<file path="config.mk">
export PLATFORM = sky130hd
export DESIGN_NAME = aobp_cell
export DESIGN_NICKNAME = d
export VERILOG_FILES = /design/src/assert_macros.svh /design/src/aobp_pkg.sv /design/src/aobp_cell.sv
export SDC_FILE = /design/constraint.sdc
export NUM_CORES = 2
export LEC_CHECK = 0
export BUFFER_PORTS_ARGS = -buffer_cell sky130_fd_sc_hd__buf_2
export CAP_MARGIN = 5
export CORE_UTILIZATION = 53
export DETAILED_ROUTE_END_ITERATION = 6
export MAX_ROUTING_LAYER = met4
export PLACE_DENSITY_LB_ADDON = 0.15
export SLEW_MARGIN = 20
export SYNTH_ARGS = -nofsm -noshare
export SYNTH_HDL_FRONTEND = slang
export SYNTH_SLANG_ARGS = --single-unit
</file>
<file path="constraint.sdc">
create_clock -name clk_i -period 8.4 [get_ports clk_i]
set_input_delay 0 -clock clk_i [delete_from_list [all_inputs] [get_ports clk_i]]
set_output_delay 0 -clock clk_i [all_outputs]
set_load 0.005 [all_outputs]
</file>
<file path="src/assert_macros.svh">
// Assertion macros shared by the pricer RTL.
`ifndef ASSERT_MACROS_SVH
`define ASSERT_MACROS_SVH

// Concurrent assertion on an explicit clock and active-low reset.
`define AOBP_ASSERT_CR(lbl, clk, rstn, prop, msg) \
  lbl: assert property (@(posedge clk) disable iff (!rstn) prop) else $error(msg);

// Concurrent assertion on the default clock and reset names.
`define AOBP_ASSERT(lbl, prop, msg) \
  `AOBP_ASSERT_CR(lbl, clk_i, rst_ni, prop, msg)

`endif

</file>
<file path="src/aobp_pkg.sv">
// Types, constants and arithmetic helpers for the binomial option pricer.
package aobp_pkg;

  localparam int MaxSteps = 64;
  localparam int NumCells = MaxSteps + 1;
  localparam int LvlW     = $clog2(NumCells + 1);
  localparam int CfgIdxW  = 3;

  localparam logic [CfgIdxW-1:0] CfgUpFactor    = CfgIdxW'(0);
  localparam logic [CfgIdxW-1:0] CfgDownFactor  = CfgIdxW'(1);
  localparam logic [CfgIdxW-1:0] CfgUpProb      = CfgIdxW'(2);
  localparam logic [CfgIdxW-1:0] CfgDiscount    = CfgIdxW'(3);
  localparam logic [CfgIdxW-1:0] CfgStepCount   = CfgIdxW'(4);

  localparam logic [31:0] OneQ31 = 32'h8000_0000;

  // Operation broadcast to every cell of the row.
  typedef enum logic [3:0] {
    OP_NONE,
    OP_LOAD,
    OP_UP,
    OP_WB,
    OP_DN_NB,
    OP_DN_OWN,
    OP_PAY,
    OP_PV,
    OP_QV,
    OP_SUM,
    OP_DISC,
    OP_DWB,
    OP_FOLD
  } cell_op_e;

  // Which cells take part in the broadcast operation.
  typedef enum logic [1:0] {
    RG_ALL,
    RG_FIRST,
    RG_REST,
    RG_BELOW
  } region_e;

  typedef struct packed {
    cell_op_e          op;
    region_e           region;
    logic [LvlW-1:0]   lvl;
  } cell_ctl_t;

  typedef struct packed {
    logic [31:0] up;
    logic [31:0] down;
    logic [31:0] prob;
    logic [31:0] qprob;
    logic [31:0] disc;
    logic [31:0] spot;
    logic [31:0] strike;
    logic        is_call;
  } coef_t;

  // Exercise value of a node.
  function automatic logic [31:0] payoff(logic [31:0] price, logic [31:0] strike,
                                         logic call);
    logic [31:0] r;
    r = 32'd0;
    if (call) begin
      if (price > strike) r = price - strike;
    end else begin
      if (strike > price) r = strike - price;
    end
    return r;
  endfunction

  // Q16.16 x Q2.30 product back to Q16.16, rounded half up; MSB flags saturation.
  function automatic logic [32:0] price_round(logic [63:0] prod);
    logic [64:0] r;
    logic [34:0] s;
    r = {1'b0, prod} + 65'h0_2000_0000;
    s = r[64:30];
    if (|s[34:32]) return {1'b1, 32'hFFFF_FFFF};
    return {1'b0, s[31:0]};
  endfunction

  // Drop 31 fraction bits, rounded half up.
  function automatic logic [31:0] round31(logic [64:0] x);
    logic [64:0] r;
    r = x + 65'h0_4000_0000;
    return r[62:31];
  endfunction

endpackage

</file>
<file path="src/aobp_cell.sv">
// One tree node: holds a price and a value and updates them from its neighbors.
module aobp_cell (
  input  logic                       clk_i,
  input  logic [aobp_pkg::LvlW-1:0]  idx_i,
  input  aobp_pkg::cell_ctl_t        ctl_i,
  input  aobp_pkg::coef_t            coef_i,
  input  logic [31:0]                left_price_i,
  input  logic [31:0]                right_value_i,
  output logic [31:0]                price_o,
  output logic [31:0]                value_o,
  output logic                       sat_o
);

  logic [31:0] price_q;
  logic [31:0] value_q;
  logic [31:0] v_q;
  logic [63:0] prod_q;
  logic [63:0] acc_q;
  logic [31:0] mul_a;
  logic [31:0] mul_b;
  logic [63:0] prod_d;
  logic [32:0] rnd;
  logic [31:0] ex_val;
  logic        act;
  logic        count_sat;

  // Decide participation from the broadcast region
  always_comb begin
    act       = 1'b0;
    count_sat = 1'b0;
    case (ctl_i.region)
      aobp_pkg::RG_ALL: begin
        act = 1'b1;
      end
      aobp_pkg::RG_FIRST: begin
        act       = (idx_i == '0);
        count_sat = 1'b1;
      end
      aobp_pkg::RG_REST: begin
        act       = (idx_i != '0);
        count_sat = (idx_i == ctl_i.lvl);
      end
      aobp_pkg::RG_BELOW: begin
        act       = (idx_i < ctl_i.lvl);
        count_sat = 1'b1;
      end
      default: begin
        act = 1'b0;
      end
    endcase
  end

  // Select multiplier operands
  always_comb begin
    mul_a = 32'd0;
    mul_b = 32'd0;
    case (ctl_i.op)
      aobp_pkg::OP_UP: begin
        mul_a = price_q;
        mul_b = coef_i.up;
      end
      aobp_pkg::OP_DN_NB: begin
        mul_a = left_price_i;
        mul_b = coef_i.down;
      end
      aobp_pkg::OP_DN_OWN, aobp_pkg::OP_DWB: begin
        mul_a = price_q;
        mul_b = coef_i.down;
      end
      aobp_pkg::OP_PV: begin
        mul_a = coef_i.prob;
        mul_b = value_q;
      end
      aobp_pkg::OP_QV: begin
        mul_a = coef_i.qprob;
        mul_b = right_value_i;
      end
      aobp_pkg::OP_DISC: begin
        mul_a = v_q;
        mul_b = coef_i.disc;
      end
      default: begin
        mul_a = 32'd0;
      end
    endcase
  end

  assign prod_d = 64'(mul_a) * 64'(mul_b);
  assign rnd    = aobp_pkg::price_round(prod_q);
  assign ex_val = aobp_pkg::payoff(rnd[31:0], coef_i.strike, coef_i.is_call);

  // Advance the node registers
  always_ff @(posedge clk_i) begin
    if (act) begin
      case (ctl_i.op)
        aobp_pkg::OP_LOAD: begin
          price_q <= coef_i.spot;
        end
        aobp_pkg::OP_UP, aobp_pkg::OP_DN_NB, aobp_pkg::OP_DN_OWN,
        aobp_pkg::OP_PV, aobp_pkg::OP_DISC: begin
          prod_q <= prod_d;
        end
        aobp_pkg::OP_WB: begin
          price_q <= rnd[31:0];
        end
        aobp_pkg::OP_QV: begin
          acc_q  <= prod_q;
          prod_q <= prod_d;
        end
        aobp_pkg::OP_SUM: begin
          v_q <= aobp_pkg::round31({1'b0, acc_q} + {1'b0, prod_q});
        end
        aobp_pkg::OP_DWB: begin
          v_q    <= aobp_pkg::round31({1'b0, prod_q});
          prod_q <= prod_d;
        end
        aobp_pkg::OP_FOLD: begin
          price_q <= rnd[31:0];
          value_q <= (ex_val > v_q) ? ex_val : v_q;
        end
        aobp_pkg::OP_PAY: begin
          value_q <= aobp_pkg::payoff(price_q, coef_i.strike, coef_i.is_call);
        end
        default: begin
          value_q <= value_q;
        end
      endcase
    end
  end

  assign sat_o   = act && count_sat && rnd[32] &&
                   ((ctl_i.op == aobp_pkg::OP_WB) || (ctl_i.op == aobp_pkg::OP_FOLD));
  assign price_o = price_q;
  assign value_o = value_q;

endmodule

</file>
==> qor.tcl <==
set qor(grt_pass1_vias) 55000
set qor(ir_drop_mv) 0.321
set qor(crit_top_cell) {sky130_fd_sc_hd__buf_4}
set qor(syn-num-nets) 8323
set qor(first_drt_pass_iteration_count) 7
set qor(cts.path.max_buffers) 3
set qor(drt_wl_total_mm) 244
set qor(drt_drc_violations_left) 4
set qor(routedWlPerCell_um) 27.0
set qor(vias) 55000
set qor(area_of_the_placeable_core_mm2) 0.104
set qor(clock_skew_ns) 0.0149
set qor(power_density_mw_per_mm2) 218
set qor(area_of_the_multi_input_gates_mm2) 0.0443
set qor(ys_ff_latch) 223
set qor(power.static_leakage_nw) 34.3
set qor(postLayoutCellArea_mm2) 0.0697
set qor(initial_util) 0.536
set qor(yosysSeqAreaShare) 0.120
set qor(status) {finished with violations}
set qor(worstSetupStartpointType) {flip-flop}
set qor(gpl.final_weighted_congestion) 1.09
set qor(clock.fmax_mhz) 119
set qor(clkSinkCount) 223
set qor(design_power_total_mw) 15.2
set qor(crit_path_top_delay_cell) {sky130_fd_sc_hd__fa_1}
set qor(maximum_number_of_pins_on_one_net_before_global_route_repair) 66
set qor(critPathCaptureType) {flip-flop}
set qor(synth.avg_cell_area_um2) 8.48
set qor(critical_path_required_ns) 8.70
set qor(cts_root_buf) {sky130_fd_sc_hd__clkbuf_16}
set qor(die_w_um) 326
set qor(layoutNonFillerInstCount) 9047
set qor(std_cell_rows) 118
set qor(mappedNetlistArea_mm2) 0.0556
set qor(cts_made_buffers) 25
set qor(netlist-cell-type-count) 89
set qor(die_height_um) 326
set qor(p_int_mw) 7.70
set qor(synth_enable_flop_cells) 223
set qor(slew_viol_final) 0
set qor(clock_slew_seen_by_the_registers_of_the_worst_setup_and_hold_paths_ns) 0.07
set qor(count_of_nets_left_with_antenna_violations_after_detail_routing) 0
set qor(finalWorstPathRequiredPeriod_ns) 8.38
set qor(globalRouteOverflowTotal) 0
set qor(initial_antenna_violation_count) 27
set qor(dp_cells) 8901
set qor(crit_path_max_incr_delay_ns) 0.42
set qor(via_density) 6.08
set qor(asyncSetResetFlopFracSynth) 0
set qor(rsz_0062_raised_after_global_routing) {true}
set qor(failed_checks) {design-rule violations}
set qor(share_of_layout_cells_above_drive_strength_1) 0.219
set qor(synth_flop_cell) {sky130_fd_sc_hd__edfxtp_1}
set qor(sequentialPowerShare) 0.120
set qor(share_clk_of_total_power) 0.079
set qor(postSynthCellCount) 6560
set qor(grt_first_pass_wirelength_mm) 354
set qor(top_level_ports) 375
set qor(fin_nets) 9390
set qor(ff_latch_area_mm2) 0.00670
set qor(drt-initial-drc-count) 6366
set qor(timing.critical_path.fanout_max) 7
set qor(worst_skew_pair.late_latency_ns) 0.57
set qor(drv_cap) 0
set qor(placement.cell_area_mm2) 0.0669
set qor(numPortBuffers) 374
set qor(cts_tree) {yes}
set qor(synth-warning-count) 0
set qor(hold_violations) 0
set qor(worst_slew_slack_as_a_fraction_of_its_limit) 0.201
set qor(final_core_util) 0.672
set qor(timing.hold.worst.class) {primary input to flip-flop}
set qor(global_route.usage.total) 0.469
set qor(area_growth_syn_to_layout_pct) 25.4
set qor(power.share.combinational) 0.801
set qor(hpwlAfterDp_mm) 210
set qor(cts_htree_levels) 1
set qor(whs_ns) 0.227
set qor(timing.final.setup_violations) 0
set qor(layout_worst_path_cycle_share) 0.997
set qor(worst_path_arrival_ns) 8.68
set qor(net-switching-power_mw) 7.47
set qor(power_switching_share) 0.493
set qor(worstSetupPathType) {flip-flop to flip-flop}
set qor(num-fill-cells) 8354
set qor(die_area_mm2) 0.106
set qor(tightest_slew_ns) 1.19
==> kinds of logic after synthesis <==
group	Yosys count	synth area share
compound gates	1120	0.134
xor+xnor	162	0.0255
fa+ha+maj	1453	0.449
buf+inv	1525	0.105
flops	223	0.120
mux	47	0.00848
simple gates	2030	0.159
==> routing by layer <==
metal  vias to the layer above  GRT usage  routed length [um]
met5                         -          -                   0
met4                         0      0.271               18400
met3                       853      0.131               31200
li1                      23400          -                   -
met2                      3722      0.664              102000
met1                     27000      0.600               92100
==> final timing paths <==
check                           startpoint           to  slack, ns  cells after the start
worst min-delay path             coef_i[2]   value_o[1]       0.23                      5
worst max register to register  prod_q[30]  value_o[24]       0.02                     40
worst min register to register   prod_q[9]     acc_q[9]       0.47                      0
worst max-delay path            prod_q[30]  value_o[24]       0.02                     40
==> worst max-delay path: cells and delay by family (launching register included) <==
family                   cells  cell delay, ns
AO/OA/AOI/OAI               10            1.95
adder cells (fa/ha/maj)      4            1.00
buffers and inverters       10            1.63
flip-flops                   1            0.39
multiplexers                 1            0.37
AND/OR/NAND/NOR             15            2.73
==> final cells by class <==
cell class,count,share of cell area
multi-input cells,4813,0.636
repair buffers,1407,0.168
flip-flops and latches,223,0.0960
inverters,1157,0.0623
well taps,1380,0.0248
clock buffers,29,0.00919
clock inverters,17,0.00301
diodes,21,0.000754
==> power groups by stage <==
stage	combinational, mW	sequential [mW]	clock, mW
finish	12.1	1.83	1.20
global route	13.0	1.83	1.24
CTS	11.3	1.82	1.20
detailed placement	11.2	1.84	0
global placement	11.0	1.83	0
floorplan	6.22	1.80	0
==> through the flow <==
step / setup WS (ns) / setup TNS [ns]
6_report: 0.0244 / 0
2_1_floorplan: -0.00604 / -0.00604
5_1_grt: -0.119 / -1.62
3_5_place_dp: -0.775 / -26.50
3_3_place_gp: -0.707 / -22.96
4_1_cts: 0.00108 / 0
==> repair_timing <==
action	CTS	global route
gates resized for setup	46	212
hold endpoints to repair	32	0
endpoints found under the setup margin	52	54
buffers inserted	5	40
hold buffers	32	0
gates cloned	0	2
pin swaps	16	102
==> placed cells by master, fill, tap and decap left out, drive strengths merged, types with 40 or more instances in the layout <==
cell / netlist / routed
nand4: 122 / 122
nand2: 859 / 859
nand3: 76 / 76
a21oi: 314 / 314
inv: 1157 / 1158
xnor2: 95 / 95
fa: 900 / 900
ha: 553 / 553
nor2: 707 / 707
a22oi: 82 / 82
mux2i: 46 / 46
edfxtp: 223 / 223
o21ai: 163 / 163
nor3: 46 / 46
and4: 61 / 61
a21o: 166 / 166
a31oi: 81 / 81
o21bai: 40 / 40
buf: 74 / 1374
xor2: 67 / 67
==> Yosys cell counts, drive strengths merged, types with 82 or more instances <==
| cell type | number | area (um2) |
|---|---|---|
| inv | 1157 | 4340 |
| fa | 900 | 18000 |
| nand2 | 859 | 3220 |
| nor2 | 707 | 2650 |
| ha | 553 | 6920 |
| a21oi | 314 | 1590 |
| clkbuf | 294 | 1100 |
| edfxtp | 223 | 6700 |
| a21o | 166 | 1250 |
| o21ai | 163 | 820 |
| nand4 | 122 | 763 |
| xnor2 | 95 | 832 |
| a22oi | 82 | 616 |
==> flip-flops by register name, indices dropped and copies added (netlist names) <==
name	flops
acc_q	63
price_o	32
prod_q	64
v_q	32
value_o	32
No activity file was read; power rests on OpenSTA's default activity.
