--- src/assert_macros.svh ---
// Assertion macros shared by the pricer RTL.
`ifndef ASSERT_MACROS_SVH
`define ASSERT_MACROS_SVH

// Concurrent assertion on an explicit clock and active-low reset.
`define AOBP_ASSERT_CR(lbl, clk, rstn, prop, msg) \
  lbl: assert property (@(posedge clk) disable iff (!rstn) prop) else $error(msg);

// Concurrent assertion on the default clock and reset names.
`define AOBP_ASSERT(lbl, prop, msg) \
  `AOBP_ASSERT_CR(lbl, clk_i, rst_ni, prop, msg)

`endif

--- src/aobp_pkg.sv ---
// Types, constants and arithmetic helpers for the binomial option pricer.
package aobp_pkg;

  localparam int MaxSteps = 64;
  localparam int NumCells = MaxSteps + 1;
  localparam int LvlW     = $clog2(NumCells + 1);
  localparam int CfgIdxW  = 3;

  localparam logic [CfgIdxW-1:0] CfgUpFactor    = CfgIdxW'(0);
  localparam logic [CfgIdxW-1:0] CfgDownFactor  = CfgIdxW'(1);
  localparam logic [CfgIdxW-1:0] CfgUpProb      = CfgIdxW'(2);
  localparam logic [CfgIdxW-1:0] CfgDiscount    = CfgIdxW'(3);
  localparam logic [CfgIdxW-1:0] CfgStepCount   = CfgIdxW'(4);

  localparam logic [31:0] OneQ31 = 32'h8000_0000;

  // Operation broadcast to every cell of the row.
  typedef enum logic [3:0] {
    OP_NONE,
    OP_LOAD,
    OP_UP,
    OP_WB,
    OP_DN_NB,
    OP_DN_OWN,
    OP_PAY,
    OP_PV,
    OP_QV,
    OP_SUM,
    OP_DISC,
    OP_DWB,
    OP_FOLD
  } cell_op_e;

  // Which cells take part in the broadcast operation.
  typedef enum logic [1:0] {
    RG_ALL,
    RG_FIRST,
    RG_REST,
    RG_BELOW
  } region_e;

  typedef struct packed {
    cell_op_e          op;
    region_e           region;
    logic [LvlW-1:0]   lvl;
  } cell_ctl_t;

  typedef struct packed {
    logic [31:0] up;
    logic [31:0] down;
    logic [31:0] prob;
    logic [31:0] qprob;
    logic [31:0] disc;
    logic [31:0] spot;
    logic [31:0] strike;
    logic        is_call;
  } coef_t;

  // Exercise value of a node.
  function automatic logic [31:0] payoff(logic [31:0] price, logic [31:0] strike,
                                         logic call);
    logic [31:0] r;
    r = 32'd0;
    if (call) begin
      if (price > strike) r = price - strike;
    end else begin
      if (strike > price) r = strike - price;
    end
    return r;
  endfunction

  // Q16.16 x Q2.30 product back to Q16.16, rounded half up; MSB flags saturation.
  function automatic logic [32:0] price_round(logic [63:0] prod);
    logic [64:0] r;
    logic [34:0] s;
    r = {1'b0, prod} + 65'h0_2000_0000;
    s = r[64:30];
    if (|s[34:32]) return {1'b1, 32'hFFFF_FFFF};
    return {1'b0, s[31:0]};
  endfunction

  // Drop 31 fraction bits, rounded half up.
  function automatic logic [31:0] round31(logic [64:0] x);
    logic [64:0] r;
    r = x + 65'h0_4000_0000;
    return r[62:31];
  endfunction

endpackage

--- src/aobp_ctrl.sv ---
// Sequencer: config registers, handshakes and the per-level broadcast to the cells.
`include "assert_macros.svh"

module aobp_ctrl (
  input  logic                          clk_i,
  input  logic                          rst_ni,
  input  logic                          cfg_valid_i,
  output logic                          cfg_ready_o,
  input  logic [aobp_pkg::CfgIdxW-1:0]  cfg_index_i,
  input  logic [31:0]                   cfg_data_i,
  input  logic                          in_valid_i,
  output logic                          in_stall_o,
  input  logic [31:0]                   spot_i,
  input  logic [31:0]                   strike_i,
  input  logic                          is_call_i,
  output logic                          out_valid_o,
  input  logic                          out_stall_i,
  output logic [31:0]                   option_value_o,
  output logic                          saturated_o,
  output aobp_pkg::cell_ctl_t           ctl_o,
  output aobp_pkg::coef_t               coef_o,
  input  logic                          sat_i,
  input  logic [31:0]                   root_value_i
);

  typedef enum logic [15:0] {
    S_IDLE  = 16'h0001,
    S_LOAD  = 16'h0002,
    S_UP    = 16'h0004,
    S_UPWB  = 16'h0008,
    S_DN1   = 16'h0010,
    S_DN1WB = 16'h0020,
    S_DN2   = 16'h0040,
    S_DN2WB = 16'h0080,
    S_PAY   = 16'h0100,
    S_PV    = 16'h0200,
    S_QV    = 16'h0400,
    S_SUM   = 16'h0800,
    S_DISC  = 16'h1000,
    S_DWB   = 16'h2000,
    S_FOLD  = 16'h4000,
    S_OUT   = 16'h8000
  } state_e;

  state_e                       state_q, state_d;
  logic [aobp_pkg::LvlW-1:0]    cnt_q, cnt_d;
  logic [aobp_pkg::LvlW-1:0]    n_q;
  logic [aobp_pkg::LvlW-1:0]    n_clamp;
  logic                         sat_q;
  logic                         out_valid_q;
  logic [31:0]                  out_value_q;
  logic                         out_sat_q;
  logic [31:0]                  up_q, down_q, prob_q, disc_q;
  logic [6:0]                   steps_q;
  logic [31:0]                  spot_q, strike_q;
  logic                         call_q;
  logic [31:0]                  prob_c, disc_c;
  logic                         in_xfer;
  logic                         out_free;

  assign cfg_ready_o = 1'b1;
  assign in_stall_o  = (state_q != S_IDLE);
  assign in_xfer     = in_valid_i && !in_stall_o;
  assign out_free    = !out_valid_q || !out_stall_i;

  // Clamp configuration to the meaningful range
  assign prob_c  = (prob_q > aobp_pkg::OneQ31) ? aobp_pkg::OneQ31 : prob_q;
  assign disc_c  = (disc_q > aobp_pkg::OneQ31) ? aobp_pkg::OneQ31 : disc_q;
  assign n_clamp = (steps_q == 7'd0) ? aobp_pkg::LvlW'(1) :
                   (steps_q > 7'(aobp_pkg::MaxSteps)) ? aobp_pkg::LvlW'(aobp_pkg::MaxSteps) :
                   aobp_pkg::LvlW'(steps_q);

  // Hold configuration registers
  always_ff @(posedge clk_i or negedge rst_ni) begin
    if (!rst_ni) begin
      up_q    <= 32'h4000_0000;
      down_q  <= 32'h4000_0000;
      prob_q  <= 32'h4000_0000;
      disc_q  <= aobp_pkg::OneQ31;
      steps_q <= 7'd64;
    end else if (cfg_valid_i && cfg_ready_o) begin
      case (cfg_index_i)
        aobp_pkg::CfgUpFactor:   up_q    <= cfg_data_i;
        aobp_pkg::CfgDownFactor: down_q  <= cfg_data_i;
        aobp_pkg::CfgUpProb:     prob_q  <= cfg_data_i;
        aobp_pkg::CfgDiscount:   disc_q  <= cfg_data_i;
        aobp_pkg::CfgStepCount:  steps_q <= cfg_data_i[6:0];
        default:                 steps_q <= steps_q;
      endcase
    end
  end

  // Capture the option on input transfer
  always_ff @(posedge clk_i) begin
    if (in_xfer) begin
      spot_q   <= spot_i;
      strike_q <= strike_i;
      call_q   <= is_call_i;
      n_q      <= n_clamp;
    end
  end

  always_comb begin
    coef_o.up      = up_q;
    coef_o.down    = down_q;
    coef_o.prob    = prob_c;
    coef_o.qprob   = aobp_pkg::OneQ31 - prob_c;
    coef_o.disc    = disc_c;
    coef_o.spot    = spot_q;
    coef_o.strike  = strike_q;
    coef_o.is_call = call_q;
  end

  // Sequence terminal build and backward folding
  always_comb begin
    state_d       = state_q;
    cnt_d         = cnt_q;
    ctl_o.op      = aobp_pkg::OP_NONE;
    ctl_o.region  = aobp_pkg::RG_ALL;
    ctl_o.lvl     = cnt_q;
    case (state_q)
      S_IDLE: begin
        if (in_xfer) state_d = S_LOAD;
      end
      S_LOAD: begin
        ctl_o.op = aobp_pkg::OP_LOAD;
        cnt_d    = aobp_pkg::LvlW'(1);
        state_d  = S_UP;
      end
      S_UP: begin
        ctl_o.op     = aobp_pkg::OP_UP;
        ctl_o.region = aobp_pkg::RG_FIRST;
        state_d      = S_UPWB;
      end
      S_UPWB: begin
        ctl_o.op     = aobp_pkg::OP_WB;
        ctl_o.region = aobp_pkg::RG_FIRST;
        if (cnt_q == n_q) begin
          cnt_d   = aobp_pkg::LvlW'(1);
          state_d = S_DN1;
        end else begin
          cnt_d   = cnt_q + 1'b1;
          state_d = S_UP;
        end
      end
      S_DN1: begin
        ctl_o.op     = aobp_pkg::OP_DN_NB;
        ctl_o.region = aobp_pkg::RG_REST;
        state_d      = S_DN1WB;
      end
      S_DN1WB: begin
        ctl_o.op     = aobp_pkg::OP_WB;
        ctl_o.region = aobp_pkg::RG_REST;
        state_d      = S_DN2;
      end
      S_DN2: begin
        ctl_o.op     = aobp_pkg::OP_DN_OWN;
        ctl_o.region = aobp_pkg::RG_REST;
        state_d      = S_DN2WB;
      end
      S_DN2WB: begin
        ctl_o.op     = aobp_pkg::OP_WB;
        ctl_o.region = aobp_pkg::RG_REST;
        if (cnt_q == n_q) begin
          state_d = S_PAY;
        end else begin
          cnt_d   = cnt_q + 1'b1;
          state_d = S_DN1;
        end
      end
      S_PAY: begin
        ctl_o.op = aobp_pkg::OP_PAY;
        cnt_d    = n_q;
        state_d  = S_PV;
      end
      S_PV: begin
        ctl_o.op     = aobp_pkg::OP_PV;
        ctl_o.region = aobp_pkg::RG_BELOW;
        state_d      = S_QV;
      end
      S_QV: begin
        ctl_o.op     = aobp_pkg::OP_QV;
        ctl_o.region = aobp_pkg::RG_BELOW;
        state_d      = S_SUM;
      end
      S_SUM: begin
        ctl_o.op     = aobp_pkg::OP_SUM;
        ctl_o.region = aobp_pkg::RG_BELOW;
        state_d      = S_DISC;
      end
      S_DISC: begin
        ctl_o.op     = aobp_pkg::OP_DISC;
        ctl_o.region = aobp_pkg::RG_BELOW;
        state_d      = S_DWB;
      end
      S_DWB: begin
        ctl_o.op     = aobp_pkg::OP_DWB;
        ctl_o.region = aobp_pkg::RG_BELOW;
        state_d      = S_FOLD;
      end
      S_FOLD: begin
        ctl_o.op     = aobp_pkg::OP_FOLD;
        ctl_o.region = aobp_pkg::RG_BELOW;
        if (cnt_q == aobp_pkg::LvlW'(1)) begin
          state_d = S_OUT;
        end else begin
          cnt_d   = cnt_q - 1'b1;
          state_d = S_PV;
        end
      end
      S_OUT: begin
        if (out_free) state_d = S_IDLE;
      end
      default: begin
        state_d = S_IDLE;
      end
    endcase
  end

  // Advance control state, accumulate saturation, hold the result
  always_ff @(posedge clk_i or negedge rst_ni) begin
    if (!rst_ni) begin
      state_q     <= S_IDLE;
      cnt_q       <= '0;
      sat_q       <= 1'b0;
      out_valid_q <= 1'b0;
    end else begin
      state_q <= state_d;
      cnt_q   <= cnt_d;
      if (in_xfer) begin
        sat_q <= 1'b0;
      end else if (sat_i) begin
        sat_q <= 1'b1;
      end
      if (state_q == S_OUT && out_free) begin
        out_valid_q <= 1'b1;
      end else if (!out_stall_i) begin
        out_valid_q <= 1'b0;
      end
    end
  end

  always_ff @(posedge clk_i) begin
    if (state_q == S_OUT && out_free) begin
      out_value_q <= root_value_i;
      out_sat_q   <= sat_q;
    end
  end

  assign out_valid_o    = out_valid_q;
  assign option_value_o = out_value_q;
  assign saturated_o    = out_sat_q;

  `AOBP_ASSERT(a_cnt_range,
    (state_q != S_IDLE && state_q != S_LOAD) |-> (cnt_q != '0 && cnt_q <= n_q),
    "level counter out of range")
  `AOBP_ASSERT(a_accept_load, in_xfer |=> (state_q == S_LOAD),
    "accepted item did not start loading")
  `AOBP_ASSERT(a_result_from_out, $rose(out_valid_q) |-> $past(state_q == S_OUT),
    "result appeared outside the output step")

endmodule

--- config.mk ---
export PLATFORM = sky130hd
export DESIGN_NAME = aobp_ctrl
export DESIGN_NICKNAME = d
export VERILOG_FILES = /design/src/aobp_pkg.sv /design/src/aobp_ctrl.sv
export VERILOG_INCLUDE_DIRS = /design/src /design/src/src
export SDC_FILE = /design/constraint.sdc
export NUM_CORES = 1
export LEC_CHECK = 0
export BUFFER_PORTS_ARGS = -buffer_cell sky130_fd_sc_hd__buf_4
export CAP_MARGIN = 20
export CORE_MARGIN = 3
export CORE_UTILIZATION = 30
export CTS_CLUSTER_DIAMETER = 60
export DETAILED_ROUTE_END_ITERATION = 16
export SKIP_LAST_GASP = 1
export SYNTH_ARGS = -nofsm -noshare
export SYNTH_HDL_FRONTEND = slang
export SYNTH_SLANG_ARGS = --single-unit
--- constraint.sdc ---
create_clock -name clk_i -period 8.1 [get_ports clk_i]
set_input_delay 0 -clock clk_i [delete_from_list [all_inputs] [get_ports clk_i]]
set_output_delay 0 -clock clk_i [all_outputs]
set_load 0.02 [all_outputs]
==> run metrics <==
# rows 70; Hold/Removal Path Class in2reg; compound-gate portion of the synthesized area 0.0516; die outline width 201 microns; main area contributors after synthesis dfrtp_1 (34%), edfxtp_1 (28%), mux2_2 (13%); Avg Inst Size Synth 13.7 sq um; leading cell type in the layout, fill and taps excluded buf_4; initial antenna violation count 1; portion of the clock cycle consumed by the worst path in the final layout 0.453; Post-Synthesis Cells 833; sequential area share after synthesis 0.628; DR WL/cell 20.9 microns; CTS tree yes; layout net count 1528; share of post-route cells with drive strength above 1 0.451; end-of-flow core utilization 0.473; initial DRC count 536; largest net degree at the start of global routing 91; share of async-settable or async-resettable flops after synthesis 0.604; XOR/XNOR share of the synthesized area 0.0215; count of unique library cells instantiated by Yosys 71; highest-count cells in the layout ignoring fill and taps buf_4 (415), dfrtp_1 (154), dlygate4sd3_1 (134); # fillers 3346; TritonRoute pass-1 iters 5; multiplexer fraction of the synthesized cell area 0.131; run status complete, no violations; global-route congestion overflow total 0; wire length of the first global-routing pass 60600 microns; worst vdd rail ir drop 0.171 mV; classification of the worst setup path reg2out; adder-cell share of the synthesized area 0.00439; count of flip-flops with a built-in enable after synthesis 105; signed area change from the synthesized netlist to the final layout 53.7%; routed vias/inst 4.77; Max Cap Viol 0; Final Max Tran Viols 0; unrepaired setup endpoints after global routing false; static leakage 7.57 nW; YS warnings 0; Max FO, Critical Path 10; post-synthesis register bit count 265; gr usage total 0.194; Via Count 9146; source-to-sink clock delay at the later pin of the worst-skew pair 0.54 ns; clk slew on worst S/H paths 0.05 ns; post-detailed-routing wire length 40000 microns; minimum clock period 3.67 ns; vias in the first global route 9746; core region area 37000 sq um; power density over the cells 282 nW/um^2; final hold violation count 0; Final Skew 0.0131 ns; Port Buffers 410; nets in the synthesized netlist 975; initial standard-cell utilization of the core 0.308; type of destination of the critical path primary output; count of endpoints failing setup in the final report 0; Worst Tran Pin Value 1.03 ns; max-slew headroom at the worst pin 0.315; combinational family with the most area after synthesis simple AND/OR/NAND/NOR gates; die outline height 201 microns; maximum level of the CTS H-tree 2; total negative slack for setup checks 0 ns; CTS sink cnt 265; final routed DRC violation total 0; simple logic cell fraction of the synthesized area 0.143; Arrival @ worst endpoint 3.67 ns; data required time at the worst endpoint 8.10 ns; pre-CTS worst setup slack 4.24 ns; cell area after synthesis 11400 sq um; Final WS setup 4.43 ns; # IOs 412; DRT antenna net count 0; Clock Tree Root clkbuf_16; full die area 40400 sq um; number of buffers on the longest clock path 3; share of the synthesized area in the top cell type 0.338; kind of start point of the critical path register; timing-limited maximum frequency 272 MHz; leading register cell type out of synthesis dfrtp_1; cell accounting for the most synthesized area dfrtp_1; detailed placement HPWL 28800 microns; Routability Congestion 0.924; Inserted Clock Buffers 36
==> critical path, stage by stage, from the launching register on <==
cell,delay [ns]
dfrtp_1,0.44
or4_1,0.58
nor3_1,0.24
a41o_1,0.36
nand2_1,0.12
ha_1,0.23
o21ai_1,0.29
a21o_1,0.33
o41ai_1,0.13
a32o_1,0.27
buf_4,0.15
==> report_power, final <==
part | switching [mW] | internal (mW)
sequential | 0.189 | 1.69
clock | 0.599 | 0.864
combinational | 0.901 | 0.690
total | 1.69 | 3.24
==> through the flow <==
step	hold WS (ns)	area, sq um	power [mW]	std cells
final	0.0379	17500	4.93	1916
after global routing	0.0452	17500	5.18	1916
after CTS	0.00416	17500	4.99	1913
after detailed placement	0.156	15100	3.44	1716
after global placement	0.153	15000	3.43	1715
after floorplan	-0.296	11400	2.69	833
==> final timing paths <==
check	to	slack, ns	startpoint	depth (start not counted)
min reg2reg	saturated_o	0.49	sat_q	0
min	steps_q[1]	0.04	cfg_index_i[1]	3
max reg2reg	option_value_o[18]	5.15	state_q[5]	4
max	coef_o[119]	4.43	prob_q[25]	10
min in group asynchronous	cnt_q[3]	0.12	rst_ni	2
max in group asynchronous	up_q[27]	6.45	rst_ni	3
==> final cells by class <==
class | instances | area, sq um | area share
sequential | 265 | 7160 | 0.409
timing repair buffer | 553 | 4520 | 0.258
multi-input combinational | 516 | 4070 | 0.232
clock buffer | 49 | 991 | 0.0565
tap | 504 | 631 | 0.0360
clock inverter | 14 | 96.3 | 0.00550
inverter | 14 | 52.6 | 0.00300
antenna | 1 | 2.50 | 0.000143
==> timing repair <==
action / in CTS / in global routing
setup buffers: 0 / 0
setup endpoints to repair: 0 / 0
resized for setup: 0 / 0
hold endpoints to repair: 332 / 0
hold buffers: 134 / 0
==> routing by layer <==
metal | vias up | track usage | part of all wire
li1 | 4183 | - | -
met1 | 4453 | 0.224 | 0.39
met2 | 446 | 0.333 | 0.49
met3 | 64 | 0.0676 | 0.092
met4 | 0 | 0.0685 | 0.031
met5 | - | 0 | 0
==> sequential cells by signal, summed over array words and instances (netlist names), 16 cells and up <==
name	flops
disc_q	32
down_q	32
option_value_o	32
prob_q	32
spot_q	32
strike_q	32
up_q	32
state_q	16
==> cell usage after synthesis (all sizes together), types with 2 or more instances <==
library cell	instances
nand3	15
a21oi	16
dfstp	6
a22oi	3
o22ai	9
edfxtp	105
nor2	43
a32o	2
nor2b	15
a2bb2o	2
nor4	23
o211ai	2
and3	5
nand3b	3
nor4bb	2
buf	15
o31ai	2
clkbuf	23
and4b	4
o21ai	28
o41ai	2
xor2	8
mux2	133
nand4b	6
nor3b	3
a211oi	2
dfrtp	154
nand2	29
xnor2	20
or3	3
nor3	20
nand2b	7
and2	54
ha	4
nor4b	7
or2	2
a31oi	4
or4	11
nand4	5
a221oi	2
inv	14
o21a	5
a41o	2
==> cells by family (layout without fill, tap and decap cells) <==
| kind of cell | count (synthesis) | count (layout) |
|---|---|---|
| compound gates | 90 | 90 |
| xor+xnor | 28 | 28 |
| fa+ha+maj | 4 | 4 |
| buf+inv | 52 | 630 |
| flops | 265 | 265 |
| mux | 133 | 133 |
| other cells | 1 | 2 |
| simple gates | 260 | 260 |
Note: power is estimated with default switching activity, not from simulation.
